$ cat src/hdl/first_fit_heap_allocator_assert.svh
// Assertion macros used by the heap allocator walker.
`ifndef FIRST_FIT_HEAP_ALLOCATOR_ASSERT_SVH
`define FIRST_FIT_HEAP_ALLOCATOR_ASSERT_SVH

// Same-cycle implication, disabled while reset is held.
`define FFHA_ASSERT_SAME(label, clk, rstn, ante, cons) \
    label: assert property (@(posedge clk) disable iff (!rstn) (ante) |-> (cons)) \
        else $error("heap allocator: same-cycle check failed");

// Next-cycle implication, disabled while reset is held.
`define FFHA_ASSERT_NEXT(label, clk, rstn, ante, cons) \
    label: assert property (@(posedge clk) disable iff (!rstn) (ante) |=> (cons)) \
        else $error("heap allocator: next-cycle check failed");

`endif

$ cat src/hdl/ffha_pkg.sv
package ffha_pkg;

    localparam int unsigned HEAP_BYTES_DEF   = 65536;
    localparam int unsigned HEADER_BYTES_DEF = 16;
    localparam int unsigned HEAP_BYTES_RST   = 65536;

    localparam int unsigned REQ_W      = 17;
    localparam int unsigned NEED_W     = 18;
    localparam int unsigned ADDR_W     = 32;
    localparam int unsigned HB_W       = 17;
    localparam int unsigned CFG_IDX_W  = 2;
    localparam int unsigned CFG_DATA_W = 32;

    localparam logic [CFG_IDX_W-1:0] CFG_HEAP_BASE  = 2'd0;
    localparam logic [CFG_IDX_W-1:0] CFG_HEAP_BYTES = 2'd1;

    typedef enum logic {
        REQ_ALLOC = 1'b0,
        REQ_FREE  = 1'b1
    } req_kind_t;

    typedef enum logic [1:0] {
        STAT_OK       = 2'd0,
        STAT_NO_FIT   = 2'd1,
        STAT_BAD_ADDR = 2'd2,
        STAT_NO_INIT  = 2'd3
    } status_t;

    typedef enum logic [2:0] {
        ST_IDLE,
        ST_WALK,
        ST_FREE_NEXT,
        ST_MERGE,
        ST_SPLIT,
        ST_RESP
    } walk_state_t;

    typedef struct packed {
        req_kind_t          req_type;
        logic [REQ_W-1:0]   req_bytes;
        logic [ADDR_W-1:0]  free_addr;
    } req_t;

    typedef struct packed {
        status_t            status;
        logic [ADDR_W-1:0]  block_addr;
    } res_t;

    // Byte offsets and sizes inside the region, able to hold the region size itself.
    function automatic int unsigned off_width(input int unsigned heap);
        return $clog2(heap + 1);
    endfunction

    // Block offsets are sums of headers and multiples of four: log2 of their granule.
    function automatic int unsigned gran_shift(input int unsigned hdr);
        int unsigned s;
        s = 0;
        if (hdr % 4 == 0) begin
            s = 2;
        end else if (hdr % 2 == 0) begin
            s = 1;
        end
        return s;
    endfunction

    function automatic int unsigned ram_depth(input int unsigned heap, input int unsigned hdr);
        return (heap + (1 << gran_shift(hdr)) - 1) >> gran_shift(hdr);
    endfunction

    function automatic int unsigned idx_width(input int unsigned heap, input int unsigned hdr);
        return $clog2(ram_depth(heap, hdr));
    endfunction

endpackage

$ cat src/hdl/ffha_walker.sv
`include "first_fit_heap_allocator_assert.svh"

module ffha_walker #(
    parameter  int unsigned HEAP_BYTES   = ffha_pkg::HEAP_BYTES_DEF,
    parameter  int unsigned HEADER_BYTES = ffha_pkg::HEADER_BYTES_DEF,
    localparam int unsigned OFF_W        = ffha_pkg::off_width(HEAP_BYTES),
    localparam int unsigned AW           = ffha_pkg::idx_width(HEAP_BYTES, HEADER_BYTES),
    localparam int unsigned DW           = OFF_W + 1
) (
    input  logic                        aclk,
    input  logic                        aresetn,
    input  logic                        init_req,
    output logic                        init_ack,
    input  logic [ffha_pkg::ADDR_W-1:0] heap_base,
    input  logic [OFF_W-1:0]            eff,
    input  logic                        empty,
    input  logic                        req_valid,
    output logic                        req_ready,
    input  ffha_pkg::req_t              req,
    output logic                        res_valid,
    input  logic                        res_ready,
    output ffha_pkg::res_t              res,
    output logic                        mem_we,
    output logic [AW-1:0]               mem_waddr,
    output logic [DW-1:0]               mem_wdata,
    output logic                        mem_re,
    output logic [AW-1:0]               mem_raddr,
    input  logic [DW-1:0]               mem_rdata
);

    import ffha_pkg::*;

    localparam int unsigned GS        = gran_shift(HEADER_BYTES);
    localparam int unsigned CW        = ((OFF_W > NEED_W) ? OFF_W : NEED_W) + 1;
    localparam int unsigned MIN_SPLIT = HEADER_BYTES + 4;

    function automatic logic [AW-1:0] off_idx(input logic [OFF_W-1:0] off);
        return off[GS +: AW];
    endfunction

    walk_state_t         state_reg, state_next;
    req_kind_t           type_reg, type_next;
    logic [NEED_W-1:0]   need_reg, need_next;
    logic [ADDR_W-1:0]   target_reg, target_next;
    logic [OFF_W-1:0]    cur_off_reg, cur_off_next;
    logic                prev_valid_reg, prev_valid_next;
    logic                prev_used_reg, prev_used_next;
    logic [OFF_W-1:0]    prev_off_reg, prev_off_next;
    logic [OFF_W-1:0]    prev_size_reg, prev_size_next;
    logic [OFF_W-1:0]    merged_reg, merged_next;
    logic [OFF_W-1:0]    split_off_reg, split_off_next;
    logic [OFF_W-1:0]    split_size_reg, split_size_next;
    status_t             status_reg, status_next;
    logic [ADDR_W-1:0]   addr_reg, addr_next;

    logic                rd_used;
    logic [OFF_W-1:0]    rd_size;
    logic [OFF_W:0]      next_off;
    logic                last;
    logic [NEED_W-1:0]   need_sum;
    logic [NEED_W-1:0]   need_round;
    logic                fit;
    logic [CW-1:0]       rem;
    logic                split;
    logic [OFF_W-1:0]    split_off;
    logic [OFF_W-1:0]    split_size;
    logic [ADDR_W-1:0]   user_addr;
    logic                hit;
    logic                past;
    logic [OFF_W-1:0]    merged_plus;
    logic [OFF_W-1:0]    prev_merge;

    assign {rd_used, rd_size} = mem_rdata;

    // Header walk: the following block starts right after this one's payload.
    assign next_off = {1'b0, cur_off_reg} + (OFF_W+1)'(HEADER_BYTES) + {1'b0, rd_size};
    assign last     = next_off >= {1'b0, eff};

    assign need_sum   = NEED_W'(req.req_bytes) + NEED_W'(3);
    assign need_round = {need_sum[NEED_W-1:2], 2'b00};

    assign fit        = !rd_used && (CW'(rd_size) >= CW'(need_reg));
    assign rem        = CW'(rd_size) - CW'(need_reg);
    assign split      = rem >= CW'(MIN_SPLIT);
    assign split_off  = OFF_W'(CW'(cur_off_reg) + CW'(HEADER_BYTES) + CW'(need_reg));
    assign split_size = OFF_W'(rem - CW'(HEADER_BYTES));
    assign user_addr  = heap_base + ADDR_W'(cur_off_reg) + ADDR_W'(HEADER_BYTES);

    assign hit  = ADDR_W'(cur_off_reg) == target_reg;
    assign past = ADDR_W'(cur_off_reg) > target_reg;

    assign merged_plus = OFF_W'({1'b0, merged_reg} + (OFF_W+1)'(HEADER_BYTES)
                                + {1'b0, rd_size});
    assign prev_merge  = OFF_W'({1'b0, prev_size_reg} + (OFF_W+1)'(HEADER_BYTES)
                                + {1'b0, merged_reg});

    assign res = '{status: status_reg, block_addr: addr_reg};

    always_comb begin
        state_next      = state_reg;
        type_next       = type_reg;
        need_next       = need_reg;
        target_next     = target_reg;
        cur_off_next    = cur_off_reg;
        prev_valid_next = prev_valid_reg;
        prev_used_next  = prev_used_reg;
        prev_off_next   = prev_off_reg;
        prev_size_next  = prev_size_reg;
        merged_next     = merged_reg;
        split_off_next  = split_off_reg;
        split_size_next = split_size_reg;
        status_next     = status_reg;
        addr_next       = addr_reg;
        init_ack        = 1'b0;
        req_ready       = 1'b0;
        res_valid       = 1'b0;
        mem_we          = 1'b0;
        mem_waddr       = '0;
        mem_wdata       = '0;
        mem_re          = 1'b0;
        mem_raddr       = '0;

        case (state_reg)
            ST_IDLE: begin
                req_ready = !init_req;
                if (init_req) begin
                    // Lay down the single free block that spans the region.
                    init_ack = 1'b1;
                    if (!empty) begin
                        mem_we    = 1'b1;
                        mem_wdata = {1'b0, eff - OFF_W'(HEADER_BYTES)};
                    end
                end else if (req_valid) begin
                    type_next       = req.req_type;
                    need_next       = need_round;
                    target_next     = req.free_addr - heap_base - ADDR_W'(HEADER_BYTES);
                    addr_next       = '0;
                    cur_off_next    = '0;
                    prev_valid_next = 1'b0;
                    if (heap_base == '0) begin
                        status_next = STAT_NO_INIT;
                        state_next  = ST_RESP;
                    end else if (empty) begin
                        status_next = (req.req_type == REQ_FREE) ? STAT_BAD_ADDR : STAT_NO_FIT;
                        state_next  = ST_RESP;
                    end else begin
                        mem_re     = 1'b1;
                        state_next = ST_WALK;
                    end
                end
            end

            ST_WALK: begin
                if (type_reg == REQ_ALLOC) begin
                    if (fit) begin
                        mem_we          = 1'b1;
                        mem_waddr       = off_idx(cur_off_reg);
                        mem_wdata       = {1'b1, split ? OFF_W'(need_reg) : rd_size};
                        status_next     = STAT_OK;
                        addr_next       = user_addr;
                        split_off_next  = split_off;
                        split_size_next = split_size;
                        state_next      = split ? ST_SPLIT : ST_RESP;
                    end else if (last) begin
                        status_next = STAT_NO_FIT;
                        addr_next   = '0;
                        state_next  = ST_RESP;
                    end else begin
                        mem_re       = 1'b1;
                        mem_raddr    = off_idx(next_off[OFF_W-1:0]);
                        cur_off_next = next_off[OFF_W-1:0];
                    end
                end else begin
                    if (hit) begin
                        if (!rd_used) begin
                            status_next = STAT_BAD_ADDR;
                            state_next  = ST_RESP;
                        end else begin
                            merged_next = rd_size;
                            if (last) begin
                                state_next = ST_MERGE;
                            end else begin
                                // Hold cur_off on the hit block, fetch its successor.
                                mem_re     = 1'b1;
                                mem_raddr  = off_idx(next_off[OFF_W-1:0]);
                                state_next = ST_FREE_NEXT;
                            end
                        end
                    end else if (past || last) begin
                        status_next = STAT_BAD_ADDR;
                        state_next  = ST_RESP;
                    end else begin
                        prev_valid_next = 1'b1;
                        prev_used_next  = rd_used;
                        prev_off_next   = cur_off_reg;
                        prev_size_next  = rd_size;
                        mem_re          = 1'b1;
                        mem_raddr       = off_idx(next_off[OFF_W-1:0]);
                        cur_off_next    = next_off[OFF_W-1:0];
                    end
                end
            end

            ST_FREE_NEXT: begin
                if (!rd_used) begin
                    merged_next = merged_plus;
                end
                state_next = ST_MERGE;
            end

            ST_MERGE: begin
                mem_we = 1'b1;
                if (prev_valid_reg && !prev_used_reg) begin
                    mem_waddr = off_idx(prev_off_reg);
                    mem_wdata = {1'b0, prev_merge};
                end else begin
                    mem_waddr = off_idx(cur_off_reg);
                    mem_wdata = {1'b0, merged_reg};
                end
                status_next = STAT_OK;
                state_next  = ST_RESP;
            end

            ST_SPLIT: begin
                mem_we     = 1'b1;
                mem_waddr  = off_idx(split_off_reg);
                mem_wdata  = {1'b0, split_size_reg};
                state_next = ST_RESP;
            end

            ST_RESP: begin
                res_valid = 1'b1;
                if (res_ready) begin
                    state_next = ST_IDLE;
                end
            end

            default: begin
                state_next = ST_IDLE;
            end
        endcase
    end

    always_ff @(posedge aclk) begin
        if (!aresetn) begin
            state_reg      <= ST_IDLE;
            prev_valid_reg <= 1'b0;
        end else begin
            state_reg      <= state_next;
            prev_valid_reg <= prev_valid_next;
        end
    end

    always_ff @(posedge aclk) begin
        type_reg       <= type_next;
        need_reg       <= need_next;
        target_reg     <= target_next;
        cur_off_reg    <= cur_off_next;
        prev_used_reg  <= prev_used_next;
        prev_off_reg   <= prev_off_next;
        prev_size_reg  <= prev_size_next;
        merged_reg     <= merged_next;
        split_off_reg  <= split_off_next;
        split_size_reg <= split_size_next;
        status_reg     <= status_next;
        addr_reg       <= addr_next;
    end

    `FFHA_ASSERT_SAME(a_no_rw_clash, aclk, aresetn, mem_we && mem_re, mem_waddr != mem_raddr)
    `FFHA_ASSERT_SAME(a_walk_in_region, aclk, aresetn, state_reg == ST_WALK, cur_off_reg < eff)
    `FFHA_ASSERT_SAME(a_merge_frees, aclk, aresetn, state_reg == ST_MERGE, mem_we && !mem_wdata[DW-1])
    `FFHA_ASSERT_NEXT(a_no_init_answer, aclk, aresetn, req_valid && req_ready && (heap_base == '0), res_valid && (status_reg == STAT_NO_INIT))

endmodule

$ cat config.mk
export PLATFORM = sky130hd
export DESIGN_NAME = ffha_walker
export DESIGN_NICKNAME = d
export VERILOG_FILES = /design/src/hdl/ffha_pkg.sv /design/src/hdl/ffha_walker.sv
export VERILOG_INCLUDE_DIRS = /design/src /design/src/hdl
export SDC_FILE = /design/constraint.sdc
export NUM_CORES = 1
export LEC_CHECK = 0
export ABC_AREA = 0
export BUFFER_PORTS_ARGS = -buffer_cell sky130_fd_sc_hd__buf_2
export CORE_MARGIN = 4
export CORE_UTILIZATION = 50
export DETAILED_ROUTE_END_ITERATION = 6
export PLACE_DENSITY = 0.73
export SLEW_MARGIN = 20
export SYNTH_ARGS = -nofsm -noshare
export SYNTH_HDL_FRONTEND = slang
export SYNTH_SLANG_ARGS = --single-unit
$ cat constraint.sdc
create_clock -name aclk -period 8.96 [get_ports aclk]
set_clock_uncertainty 0.2 [all_clocks]
set_input_delay 1.344 -clock aclk [delete_from_list [all_inputs] [get_ports aclk]]
set_output_delay 1.344 -clock aclk [all_outputs]
set_load 0.005 [all_outputs]
==> results.toml, run 1 <==
[yosys]
syn_avg_cell_area_um2 = 9.46
yosys.area.top_type = "edfxtp_1"
synthMuxAreaShare_pct = 0.457
synth_nets = 2135
synth_seq_area_share_pct = 33.4
synth-xor-area-share_pct = 7.94
yosys.area_share.simple_pct = 13.2
synth_top_family_by_area = "adder cells"
yosys.area_share.adder_pct = 21.2
synth_area_um2 = 16400
synth_area_leaders = "edfxtp_1 (33%), ha_1 (20%), xnor2_1 (5.2%)"
ys_seq_elements = 184
ys.flop_type = "edfxtp_1"
ys_warn_count = 0
synth_edf_count = 180
ys_types = 75
netlist.area_leader.share_pct = 32.9
synthArstFlopShare_pct = 0
synthCells = 1738
synth_compound_area_share_pct = 18.3

[floorplan]
core_area_um2 = 32500
row_count = 66
fp.dieH_um = 189
start_util_pct = 50.7
io_pins = 208
dieArea_um2 = 35800
die_x_um = 189

[clocking]
clock-sinks = 184
post_cts_buffers = 0
cts_max_level = 4
ctsResizeCount = 0
cts_buffer_depth = 2
hold_buffers = 0
root_buffer = "clkbuf_16"
tritoncts = "yes"
numCtsBuffers = 17
insertion_delay_ns = 0.45
clkTransAtPathRegs_ns = 0.08

[sta]
slew-limit-headroom_pct = 27.6
finalCritPeriodShare_pct = 88.9
slew_violations = 0
grt_setup_unrepaired = "no"
setup_ws_ns = 0.998
max_freq_ghz = 0.126
setup_viol = 0
worst_slew_pin_slew_ns = 1.08
fin_setup_tns_ns = 0
hold_violations = 0
final.min_clock_period_ns = 7.96

[setup_path]
critPathSlowestCell = "a311oi_4"
r2r-start = "cur_off_reg[1]$_SDFFCE_PN0P_"
worst_ep_required_time_ns = 7.42
r2r_cells = 18
worst_setup_path_end_kind = "output pin"
max_stage_delay_ns = 0.48
cp-start-kind = "input pin"
reg2reg_setup_slack_ns = 3.10
crit_chain = "buf_2 > ha_1 > ha_1 > fa_1 > a211oi_1 > o21ai_1 > and3_1 > o21ai_0 > nand2b_1 > xnor2_1 > inv_1 > ha_1 > a211oi_1 > nand2_1 > a2111oi_0 > o21ai_0 > a311oi_4 > o21ai_2 > nor2_1 > buf_2"
crit_fanout = 15
crit_top_cell = "ha_1"
r2r-end = "prev_off_reg[10]$_DFFE_PP_"
criticalPathCategory = "input pin to output pin"
arrival_ns = 6.42

[pwr]
seq_power_share_pct = 28.6
p_sw_mw = 2.24
p_sw_share_pct = 45.0
power.internal_mw = 2.74
power_density_nw_per_um2 = 268
total_power_mw = 4.99
leakagePower_nw = 8.63
vdd_ir_drop_max_mv = 0.191
power.share.clock_pct = 15.3
combPwrFrac_pct = 56.1

[status]
status = "finished clean"

[layout]
final_common_cell = "ha_1"
final_cell_mix = "ha_1 (267), inv_1 (208), buf_2 (207), edfxtp_1 (180), nor2_1 (136)"
layout-drive-gt1-share_pct = 14.6
nFillCells = 2951
area_growth_pct = 13.3
nets = 2340

[global_route]
overflow = 0
grt_pass1_wl_mm = 77.8
grt_max_degree = 51
grt_antenna_before_repair = 0
first_global_vias = 13600
globalRouteTotalUtil_pct = 28.0

[detailed_routing]
routed-wl-met3_mm = 3.81
vias = 14100
wl_per_cell_um = 21.2
remaining_drc_errors = 0
finalWirelength_mm = 50.9
top_layer_used = "met4"
wl_met1_mm = 22.7
drt-initial-drc-count = 1341
viasPerCell = 5.87
dr.pass1.iters = 7
routed-wl-met2_mm = 23.1
final_antenna_net_count = 0

[hold_path]
hold-path-endpoint = "prev_valid_reg$_SDFFE_PN0P_"
min_path_type = "flip-flop to flip-flop"
whs_path_depth = 2
hold_start = "prev_valid_reg$_SDFFE_PN0P_"

[place]
place_congestion = 1.01
hpwl_mm = 41.3
dp_slack_ns = 1.01
portBuffers = 207

[run]
max-cap-violations = 0
[cell families (layout without fill, tap and decap cells)]
group,after synthesis,after routing
adders and majority gates,274,274
AOI/OAI and AO/OA,435,435
other,0,1
xor gates and xnor gates,149,149
buffers and inverters,242,460
and+or+nand+nor,447,447
DFF,184,184
muxes,7,7
[cell usage after synthesis (6+ instances only)]
| master | count |
|---|---|
| a211oi_1 | 22 |
| a21boi_0 | 8 |
| a21o_1 | 50 |
| a21oi_1 | 97 |
| a222oi_1 | 25 |
| a31o_2 | 7 |
| a31oi_1 | 10 |
| a41o_1 | 6 |
| and2_1 | 14 |
| and3_1 | 18 |
| and4_1 | 7 |
| clkbuf_1 | 27 |
| edfxtp_1 | 180 |
| fa_1 | 7 |
| ha_1 | 267 |
| inv_1 | 209 |
| nand2_1 | 114 |
| nand2b_1 | 15 |
| nand3_1 | 19 |
| nand3b_1 | 8 |
| nand4_1 | 17 |
| nor2_1 | 137 |
| nor2b_1 | 21 |
| nor3_1 | 32 |
| nor4_1 | 16 |
| o211ai_1 | 34 |
| o21a_1 | 21 |
| o21ai_0 | 77 |
| o21bai_1 | 17 |
| o31a_1 | 6 |
| o31ai_1 | 6 |
| or2_2 | 7 |
| or3_1 | 7 |
| xnor2_1 | 97 |
| xor2_1 | 52 |
[worst max-delay path by stage]
stage	from	slack, ns	cells after the start	end
2_1_floorplan	mem_rdata[1]	1.02	17	prev_off_reg[10]$_DFFE_PP_
3_3_place_gp	mem_rdata[1]	1.08	20	mem_raddr[9]
3_5_place_dp	mem_rdata[1]	1.01	20	mem_raddr[9]
4_1_cts	mem_rdata[1]	0.99	20	mem_raddr[9]
5_1_grt	mem_rdata[1]	0.54	20	mem_raddr[7]
6_report	mem_rdata[1]	1.0	20	mem_raddr[7]
[cell type report]
type	count	area, µm²	area share (%)
multi-input combinational	1312	10100	54.1
clock inverter	15	153	0.819
inverter	209	785	4.21
tap	442	553	2.97
antenna	1	2.50	0.0134
sequential	184	5490	29.4
clock buffer	17	425	2.28
timing repair buffer	219	1150	6.15
[per-layer routing]
layer	track usage [%]	vias up
met2	45.2	561
li1	-	6778
met5	0	-
met1	40.2	6677
met3	3.28	70
met4	7.37	0
[power groups by stage]
stage | combinational (mW) | sequential [mW] | clock (mW)
after floorplan | 1.92 | 1.35 | 0
after detailed placement | 2.73 | 1.44 | 0
after global placement | 2.68 | 1.44 | 0
after CTS | 2.76 | 1.43 | 0.774
final | 2.80 | 1.43 | 0.764
after global routing | 3.10 | 1.44 | 0.812
[worst max-delay path: cells and delay by family]
family	cells	cell delay (ns)
buffers and inverters	3	0.41
adder cells (fa/ha/maj)	4	1.25
XOR/XNOR	1	0.29
AND/OR/NAND/NOR	4	0.74
AO/OA/AOI/OAI	8	2.38
[metrics by stage]
stage	cells	instance area (µm²)	utilization, %	hold WS [ns]
floorplan	1738	16400	-	0.279
global placement	2365	18000	55.5	0.328
detailed placement	2365	18000	55.5	0.343
CTS	2397	18600	57.3	0.357
global route	2398	18600	57.4	0.375
finish	2399	18600	57.4	0.351
Power figures use the tool's default switching activity.
==> inputs of run 2 (changes only) <==
MAX_ROUTING_LAYER = met4   (was default)
==> results.toml, run 2 (synthesized netlist as in run 1, its figures left out) <==
[sta]
setup_viol = 0
hold_violations = 0
slew-limit-headroom_pct = 29.6
whs_ns = 0.348
final.min_clock_period_ns = 7.98
finalCritPeriodShare_pct = 89.1
grt_setup_unrepaired = "no"
worst_slew_pin_slew_ns = 1.05
fin_setup_tns_ns = 0
setup_ws_ns = 0.975
slew_violations = 0
max_freq_ghz = 0.125

[status]
status = "complete, but fails checks"
violations = "DRC"

[setup_path]
r2r_cells = 18
arrival_ns = 6.44
cp-start-kind = "input pin"
crit_fanout = 15
criticalPathCategory = "input pin to output pin"
worst_ep_required_time_ns = 7.42
worst_setup_path_end_kind = "output pin"

[detailed_routing]
wl_per_cell_um = 21.1
drt-initial-drc-count = 1279
finalWirelength_mm = 50.6
final_antenna_net_count = 0
remaining_drc_errors = 16
dr.pass1.iters = 7
vias = 14200
viasPerCell = 5.90

[pwr]
leakagePower_nw = 8.63
total_power_mw = 5.00
power_density_nw_per_um2 = 268
vdd_ir_drop_max_mv = 0.211

[layout]
area_growth_pct = 13.4
nets = 2340
instances_no_fill = 2398
final_common_cell = "ha_1"
final_cell_mix = "ha_1 (267), inv_1 (208), buf_2 (207), edfxtp_1 (180), nor2_1 (136)"
nFillCells = 2937
diodes = 0
layout-drive-gt1-share_pct = 14.6

[global_route]
overflow = 0
grt_pass1_wl_mm = 76.7
globalRouteTotalUtil_pct = 28.4
grt_max_degree = 51
first_global_vias = 13400
grt_antenna_before_repair = 0

[run]
max-cap-violations = 0

[clocking]
cts_max_level = 4
cts_buffer_depth = 2
clock-sinks = 184
insertion_delay_ns = 0.45
numCtsBuffers = 17
ctsResizeCount = 0
hold_buffers = 0
root_buffer = "clkbuf_16"
clkTransAtPathRegs_ns = 0.07
tritoncts = "yes"
post_cts_buffers = 0

[place]
dp_cells = 2365
place_congestion = 1.01
dp_slack_ns = 1.00
portBuffers = 207
hpwl_mm = 41.0

[floorplan]
start_util_pct = 50.7
row_count = 66
fp.dieH_um = 189
dieArea_um2 = 35800
core_area_um2 = 32500
io_pins = 208
die_x_um = 189

[hold_path]
min_path_type = "flip-flop to flip-flop"
whs_path_depth = 2
-- run 2: worst paths after layout --
kind                                      from                     endpoint  slack [ns]
setup / recovery                  mem_rdata[1]                 mem_raddr[9]        0.98
hold / removal     prev_valid_reg$_SDFFE_PN0P_  prev_valid_reg$_SDFFE_PN0P_        0.35
setup reg to reg  cur_off_reg[1]$_SDFFCE_PN0P_   prev_off_reg[10]$_DFFE_PP_        3.06
hold reg to reg    prev_valid_reg$_SDFFE_PN0P_  prev_valid_reg$_SDFFE_PN0P_        0.35
-- run 2: worst max-delay path: stages --
cell	delay [ns]
buf_2	0.16
ha_1	0.31
ha_1	0.23
fa_1	0.43
a211oi_1	0.39
o21ai_1	0.16
and3_1	0.25
o21ai_0	0.17
nand2b_1	0.09
xnor2_1	0.26
inv_1	0.09
ha_1	0.30
a211oi_1	0.29
nand2_1	0.09
a2111oi_0	0.35
o21ai_0	0.23
a311oi_4	0.47
o21ai_2	0.36
nor2_1	0.30
buf_2	0.17
-- run 2: layer usage --
| metal | GRT usage, % | part of all wire (%) | up-vias |
|---|---|---|---|
| met5 | - | 0 | - |
| met4 | 7.93 | 2.9 | 0 |
| met3 | 4.13 | 7.4 | 82 |
| met2 | 44.0 | 45 | 535 |
| met1 | 39.2 | 45 | 6789 |
| li1 | - | - | 6754 |
-- run 2: cell type report --
class | instances | area (µm²) | area share, %
Multi-Input combinational cell | 1312 | 10100 | 54.1
Sequential cell | 184 | 5490 | 29.4
Timing Repair Buffer | 219 | 1150 | 6.15
Inverter | 209 | 785 | 4.21
Tap cell | 442 | 553 | 2.97
Clock buffer | 17 | 425 | 2.28
Clock inverter | 15 | 164 | 0.879
-- run 2: per-stage QoR --
step                      instance area, µm²  util [%]
after CTS                              18600      57.3
after global placement                 18000      55.5
after floorplan                        16400         -
after detailed placement               18000      55.5
final                                  18600      57.4
after global routing                   18600      57.4
-- run 2: power by group --
group	internal [mW]	switching, mW
Clock	0.396	0.386
Combinational	1.13	1.66
Sequential	1.24	0.186
==> inputs of run 3 (changes only) <==
--- a/config.mk
+++ b/config.mk
@@ -15,2 +15,3 @@
 export PLACE_DENSITY = 0.73
+export SKIP_LAST_GASP = 1
 export SLEW_MARGIN = 20
==> constraint.sdc (replaced) <==
create_clock -name aclk -period 8.96 [get_ports aclk]
set_clock_uncertainty 0.2 [all_clocks]
set_input_delay 0.896 -clock aclk [delete_from_list [all_inputs] [get_ports aclk]]
set_output_delay 0.896 -clock aclk [all_outputs]
set_load 0.005 [all_outputs]
==> results.toml, run 3 (synthesized netlist as in run 1, its figures left out) <==
[status]
status = "complete, but fails checks"
violations = "DRC"

[sta]
worst_slew_pin_slew_ns = 1.06
setup_ws_ns = 1.84
finalCritPeriodShare_pct = 79.5
hold_violations = 0
fin_setup_tns_ns = 0
slew_violations = 0
slew-limit-headroom_pct = 29.1
grt_setup_unrepaired = "no"
final.min_clock_period_ns = 7.12
setup_viol = 0
max_freq_ghz = 0.140

[floorplan]
fp.dieH_um = 189
io_pins = 208
row_count = 66
dieArea_um2 = 35800
core_area_um2 = 32500
die_x_um = 189
start_util_pct = 50.7

[layout]
final_cell_mix = "ha_1 (267), inv_1 (208), buf_2 (207), edfxtp_1 (180), nor2_1 (136)"
final_common_cell = "ha_1"
layout-drive-gt1-share_pct = 14.6
nFillCells = 2892
nets = 2341
diodes = 0
area_growth_pct = 13.2

[place]
place_congestion = 0.993
hpwl_mm = 40.7
portBuffers = 207
dp_slack_ns = 1.92

[detailed_routing]
final_antenna_net_count = 0
wl_per_cell_um = 21.0
viasPerCell = 5.93
dr.pass1.iters = 7
remaining_drc_errors = 1
drt-initial-drc-count = 1281
vias = 14200
finalWirelength_mm = 50.3

[clocking]
post_cts_buffers = 0
cts_buffer_depth = 2
root_buffer = "clkbuf_16"
ctsResizeCount = 0
hold_buffers = 0
insertion_delay_ns = 0.45
numCtsBuffers = 17
clock-sinks = 184
cts_max_level = 4
tritoncts = "yes"
clkTransAtPathRegs_ns = 0.08

[setup_path]
crit_chain = "buf_2 > ha_1 > ha_1 > fa_1 > a211oi_1 > o21ai_1 > and3_1 > o21ai_0 > nand2b_1 > xnor2_1 > inv_1 > ha_1 > a211oi_1 > nand2_1 > a2111oi_0 > o21ai_0 > a311oi_4 > o21ai_2 > nor2_1 > buf_2"
r2r-start = "cur_off_reg[1]$_SDFFCE_PN0P_"
worst_setup_path_end_kind = "output pin"
worst_ep_required_time_ns = 7.86
startpoint = "mem_rdata[1]"
crit_buf_inv = 3
critPathSlowestCell = "a311oi_4"
max_stage_delay_ns = 0.48
cp-start-kind = "input pin"
crit_top_cell = "ha_1"
arrival_ns = 6.03
crit_fanout = 15
criticalPathCategory = "input pin to output pin"
crit_family = "compound AO/OA/AOI/OAI gates"

[pwr]
power_density_nw_per_um2 = 267
seq_power_share_pct = 28.3
combPwrFrac_pct = 56.5
p_sw_mw = 2.23
p_sw_share_pct = 44.9
vdd_ir_drop_max_mv = 0.205
power.share.clock_pct = 15.2
power.internal_mw = 2.74
leakagePower_nw = 8.63

[hold_path]
min_path_type = "flip-flop to flip-flop"
hold_start = "prev_valid_reg$_SDFFE_PN0P_"

[global_route]
globalRouteTotalUtil_pct = 28.5
grt_antenna_before_repair = 1
grt_pass1_wl_mm = 77.3
first_global_vias = 13800
grt_max_degree = 51
overflow = 0

[run]
max-cap-violations = 0
==> run 3: metal layers <==
layer	vias to the layer above	part of all wire (%)	GRT usage (%)
met5	-	0	-
met4	0	2.8	7.74
met3	83	7.2	3.71
met2	572	45	45.1
met1	6793	45	39.0
li1	6790	-	-
==> run 3: worst reg2reg max path, cell delays in order, from the launching register on <==
cell and delay, ns:
edfxtp_1 0.47, ha_1 0.32, ha_1 0.22, fa_1 0.42
a211oi_1 0.36, o21ai_1 0.16, and3_1 0.25, o21ai_0 0.16
nand2b_1 0.09, xnor2_1 0.30, inv_1 0.10, ha_1 0.30
a211oi_1 0.28, nand2_1 0.08, a2111oi_0 0.34, o21ai_0 0.24
a311oi_4 0.48, nor3b_2 0.24, buf_4 0.47
==> run 3: path summary, 6_finish.rpt <==
check | depth (start not counted) | to | slack (ns)
worst max-delay path | 20 | mem_raddr[9] | 1.84
worst min-delay path | 2 | prev_valid_reg$_SDFFE_PN0P_ | 0.37
worst max register to register | 18 | prev_off_reg[14]$_DFFE_PP_ | 3.11
worst min register to register | 2 | prev_valid_reg$_SDFFE_PN0P_ | 0.37
==> run 3: per-stage QoR <==
stage	std cells	total power [mW]	hold slack (ns)	cell area (µm²)	utilization [%]
5_1_grt	2399	5.34	0.399	18600	57.3
4_1_cts	2398	4.94	0.374	18600	57.3
3_3_place_gp	2366	4.11	0.350	18000	55.5
3_5_place_dp	2366	4.17	0.360	18000	55.5
6_report	2399	4.97	0.373	18600	57.3
2_1_floorplan	1738	3.26	0.279	16400	-
==> run 3: final cells by class <==
class	count	area [µm²]	area share, %
tap	442	553	2.97
inverter	209	785	4.22
timing repair buffer	220	1150	6.20
clock inverter	14	126	0.679
sequential	184	5490	29.5
multi-input combinational	1312	10100	54.2
clock buffer	18	429	2.31
==> run 3: power by group through the flow <==
stage / clock (mW) / sequential, mW / combinational [mW]
floorplan: 0 / 1.35 / 1.92
global placement: 0 / 1.42 / 2.69
detailed placement: 0 / 1.43 / 2.75
CTS: 0.761 / 1.41 / 2.77
global route: 0.798 / 1.42 / 3.12
finish: 0.753 / 1.41 / 2.81
